**config.mk**
```make
export PLATFORM = sky130hd
export DESIGN_NAME = drs_hist
export DESIGN_NICKNAME = d
export VERILOG_FILES = /design/src/decimal_radix_sorter_defines.svh /design/src/drs_pkg.sv /design/src/drs_hist.sv
export SDC_FILE = /design/constraint.sdc
export NUM_CORES = 1
export LEC_CHECK = 0
export ABC_CLOCK_PERIOD_IN_PS = 12390
export BUFFER_PORTS_ARGS = -buffer_cell sky130_fd_sc_hd__buf_2
export CORE_MARGIN = 2
export CORE_UTILIZATION = 50
export DETAILED_ROUTE_END_ITERATION = 7
export PLACE_DENSITY_LB_ADDON = 0.2
export SLEW_MARGIN = 20
export SYNTH_ARGS = -nofsm -noshare
export SYNTH_HDL_FRONTEND = slang
export SYNTH_SLANG_ARGS = --single-unit
```
**constraint.sdc**
```tcl
create_clock -name clk -period 12.39 [get_ports clk]
set_input_delay 3.0975 -clock clk [delete_from_list [all_inputs] [get_ports clk]]
set_output_delay 3.0975 -clock clk [all_outputs]
set_load 0.05 [all_outputs]
```
**src/decimal_radix_sorter_defines.svh**
```systemverilog
// Assertion macros for the decimal radix sorter.
// Depends on nothing; expects clk and rst in the scope of each use.
`ifndef DECIMAL_RADIX_SORTER_DEFINES_SVH
`define DECIMAL_RADIX_SORTER_DEFINES_SVH

// Same-cycle implication, disabled in reset
`define DRS_ASSERT_NOW(label, ante, cons) \
  label: assert property (@(posedge clk) disable iff (rst) (ante) |-> (cons)) \
    else $error("drs check failed");

// Next-cycle implication, disabled in reset
`define DRS_ASSERT_NEXT(label, ante, cons) \
  label: assert property (@(posedge clk) disable iff (rst) (ante) |=> (cons)) \
    else $error("drs check failed");

`endif

```
**src/drs_pkg.sv**
```systemverilog
// Shared types and constants for the decimal radix sorter.
// Depends on nothing.
package drs_pkg;

  localparam int KEY_W   = 20;
  localparam int DEPTH   = 64;
  localparam int ADDR_W  = $clog2(DEPTH);
  localparam int CNT_W   = $clog2(DEPTH + 1);
  localparam int RADIX   = 10;
  localparam int DIGIT_W = $clog2(RADIX);

  // Reciprocal of ten, exact for every key of KEY_W bits
  localparam int DIV_SHIFT = KEY_W + 4;
  localparam longint unsigned DIV_RECIP_L = (64'd1 << DIV_SHIFT) / RADIX + 1;
  localparam logic [KEY_W:0] DIV_RECIP = (KEY_W + 1)'(DIV_RECIP_L);

  typedef struct packed {
    logic [KEY_W-1:0] key;
    logic             last_in;
  } in_beat_t;

  typedef struct packed {
    logic [KEY_W-1:0] sorted_key;
    logic             last_out;
    logic             overflow;
  } out_beat_t;

  // Stored key with its running quotient by the current decimal place
  typedef struct packed {
    logic [KEY_W-1:0] key;
    logic [KEY_W-1:0] quot;
  } entry_t;

  typedef struct packed {
    logic               clear;
    logic               inc;
    logic               prefix;
    logic               dec;
    logic [DIGIT_W-1:0] digit;
    logic [DIGIT_W-1:0] pidx;
  } hist_ctrl_t;

endpackage

```
**src/drs_hist.sv**
```systemverilog
// Ten-bin digit histogram: count, running sum and slot hand-out for the scatter.
// Depends on drs_pkg.
module drs_hist (
  input  logic                        clk,
  input  logic                        rst,
  input  drs_pkg::hist_ctrl_t         ctrl,
  output logic [drs_pkg::ADDR_W-1:0]  slot
);

  logic [drs_pkg::CNT_W-1:0] counts [drs_pkg::RADIX];
  logic [drs_pkg::CNT_W-1:0] acc;
  logic [drs_pkg::CNT_W-1:0] sum_next;
  logic [drs_pkg::CNT_W-1:0] sel_count;

  assign sel_count = counts[ctrl.digit];
  assign slot      = drs_pkg::ADDR_W'(sel_count - 1'b1);
  assign sum_next  = acc + counts[ctrl.pidx];

  always_ff @(posedge clk) begin
    if (rst || ctrl.clear) begin
      for (int i = 0; i < drs_pkg::RADIX; i++) begin
        counts[i] <= '0;
      end
      acc <= '0;
    end else if (ctrl.inc) begin
      counts[ctrl.digit] <= sel_count + 1'b1;
    end else if (ctrl.dec) begin
      counts[ctrl.digit] <= sel_count - 1'b1;
    end else if (ctrl.prefix) begin
      counts[ctrl.pidx] <= sum_next;
      acc <= sum_next;
    end
  end

endmodule

```
==> impl_results.md <==
- Final Max Slew Viols: 0
- Commonest non-fill, non-tap cell in the layout: edfxtp_1
- Arr. time, crit path: ~5700 ps
- Min setup slack post-route: between 3000 and 4000 ps
- Vias in the first global route: between 3000 and 4000
- CTS root buf: clkbuf_16
- GR Util met1: 0.309
- Dpl ws: approximately 3600 ps
- Starting Density: 0.510
- Post-synthesis mux area share: 0.231
- Synthesized-area fraction occupied by adder cells: 0.0185
- Yosys reg bits: 102
- Syn_nets: 439
- Levels on crit path: 9
- Number of antenna violations at the first check in global routing: 0
- Simple-Gate Fraction of Synth Area: 0.129
- Worst Max-Slew Pin Slew: 1070 ps
- Met3 usage: 0.0691
- Overall power: around 0.82 mW
- Final Core Density: 0.550
- Final #Nets: around 450
- Sequential-to-total area share from yosys stat: 0.517
- DP HPWL: slightly above 10000 um
- CTS Buf Count: 9
- CTS resizes: 0
- Remaining DRCs: 0
- Post-route ant nets: 0
- Top FF cell, synth: edfxtp_1
- Register-to-Register Path Depth: 10
- Setup_tns: 0 ps
- Reg area: 3000 um^2
- Status: finished clean
- Critical Path Source Type: input port
- Per-cell routed wire length: 25.0 um
- Longest Clk Path Bufs: 2
- Row count: 39
- Largest net degree at the start of global routing: 29
- Skew final: around 10 ps
- Layout cells sized above 1: 0.256
- Fmax: approximately 0.11 GHz
- Cell repeated most along the worst path: buf_2
- Critical-path top delay cell: buf_2
- Leak: roughly 2.2 nW
- DRT iter0 DRCs: approximately 450
- Die X: 112 um
- Cells after synthesis: between 400 and 500
- Relative slew slack: 0.290
- Hold Slack: between 400 and 500 ps
- Max-cap violations: 0
- WS Path Type: in2out
- Post-synthesis cell area: 5800 um^2
- Multi-input logic area: about 2600 um^2
- Port bufs: 19
- Clk sink count: between 100 and 150
- # H-tree levels: 3
- Critical path data required time: slightly above 9000 ps
- First-pass GRT wire length: approximately 22000 um
- Cells along the critical path: buf_2 -> mux4_2 -> o22a_1 -> o221ai_2 -> inv_2 -> nor3_4 -> nand2_1 -> xnor2_1 -> buf_2
- Largest stage delay on the critical path: between 600 and 700 ps
- CTS Hold Buffers Added: 0
- Hold Path Cell Cnt: 2
- Count of cell types in the netlist: 57
- WP buf/inv: 3
- Hold WC Path Type: reg2reg
- Area growth, synth to finish: 7.70%
- # IOs: 20
- Unrepaired setup endpoints after global routing: false
- Peak supply drop: 0.0641 mV
- Main combinational cell family by area after synthesis: multiplexers
- Global routing usage on met2: 0.374
- WL final: 14300 um
- Routed vias/inst: between 6 and 7
- Core Box Area: 11400 um^2
- Worst Setup End Kind: output port
- Synthesis Warnings: 0
- CP max FO: 28
- Ant. Diodes: 0
- Grt ovf: 0
- Tmin final: just under 9000 ps
- Total GRT Usage: 0.238
- Post-synthesis xor/xnor area fraction: 0.0151
- Post-synthesis async set-or-reset flop share: 0
- Filler cells: slightly above 900
- Clock slew at reported path FFs: ~70 ps
- Post-synth EDFFs: 96
- Synthesized area per cell: about 14 um^2
- Routability cong.: roughly 0.90
- Power per cell area: around 130 nW/um^2
- Post-CTS Setup Bufs: 0
- Initial DRT Pass Iterations: 5
- Worst-Skew Late Latency: around 350 ps
- Final worst-path cycle share: 0.708
- Final Hold Vio Count: 0
- Area of the die: around 12000 um^2
- Chip height: approximately 110 um
- CTS tree: yes
- Total number of vias: between 3000 and 4000
- Top Usage Layer GRT: met2
- Delay-heaviest family, CP: buffers and inverters
- Most frequent cells in the layout: 96 x edfxtp_1, 49 x nand2_1, 48 x nor2_1, 45 x mux4_2, 23 x a21oi_1
- Final Setup Violations: 0
- Compound-Gate Fraction of Synth Area: 0.0586
==> logic make-up after synthesis <==
| kind of cell | Yosys count |
|---|---|
| multiplexers | 61 |
| adder cells (fa/ha/maj) | 8 |
| AO/OA/AOI/OAI | 52 |
| XOR/XNOR | 10 |
| flip-flops | 102 |
| buffers and inverters | 31 |
| AND/OR/NAND/NOR | 153 |
==> synthesized netlist by cell type (all sizes together), types with 4 or more instances <==
master  instances  area share
xnor2           9       0.014
nand2b          4      0.0043
nand3           7      0.0060
nor2b           8      0.0086
inv             7      0.0045
nand2          50       0.033
a22oi           8       0.010
ha              7       0.015
buf            15       0.020
mux4           53        0.21
clkbuf          9      0.0058
a21oi          23       0.020
dfxtp           6       0.021
nor3            6      0.0071
nor2           59       0.042
edfxtp         96        0.50
mux2i           7       0.019
o21ai           7      0.0060
==> area by class of cell <==
class	count	share of cell area
multi-input combinational	284	0.421
sequential	102	0.480
clock buffer	12	0.0444
timing repair buffer	21	0.0176
inverter	7	0.00420
clock inverter	4	0.00400
tap	143	0.0286
==> report_power, final <==
group          total, mW  internal [mW]  leakage, nW  switching, mW
Sequential         0.398          0.391         1.05        0.00688
Clock              0.282          0.160        0.154          0.122
Combinational      0.136         0.0486        0.981         0.0877
Total              0.816          0.599         2.18          0.217
==> registers in the layout, indices dropped and copies added (netlist names) <==
signal,count
acc,6
counts,96
==> final timing paths <==
kind | startpoint | endpoint | slack, ps
setup reg to reg | counts[0][1] | counts[10][5] | 8510
setup / recovery | ctrl[4] | slot[5] | 3620
hold reg to reg | acc[3] | acc[3] | 460
hold / removal | acc[3] | acc[3] | 460
==> worst register-to-register path, cell delays in order (launching register included) <==
cell	delay, ps
edfxtp_1	450
mux4_2	500
mux4_2	550
ha_1	310
a21o_1	160
a21oi_1	230
o21ai_0	150
and2_1	170
mux2i_1	260
nor3b_4	530
a21oi_1	280
==> stage by stage <==
| step | instances | area [um^2] |
|---|---|---|
| floorplan | 417 | 5800 |
| global placement | 557 | 5940 |
| detailed placement | 557 | 5940 |
| CTS | 573 | 6250 |
| global route | 573 | 6250 |
| finish | 573 | 6250 |
==> per-layer routing <==
layer | share of wire | vias to the layer above
li1 | - | 1636
met2 | 0.47 | 193
met5 | 0 | -
met3 | 0.097 | 30
met4 | 0.043 | 0
met1 | 0.39 | 1868
Power figures use the tool's default switching activity.
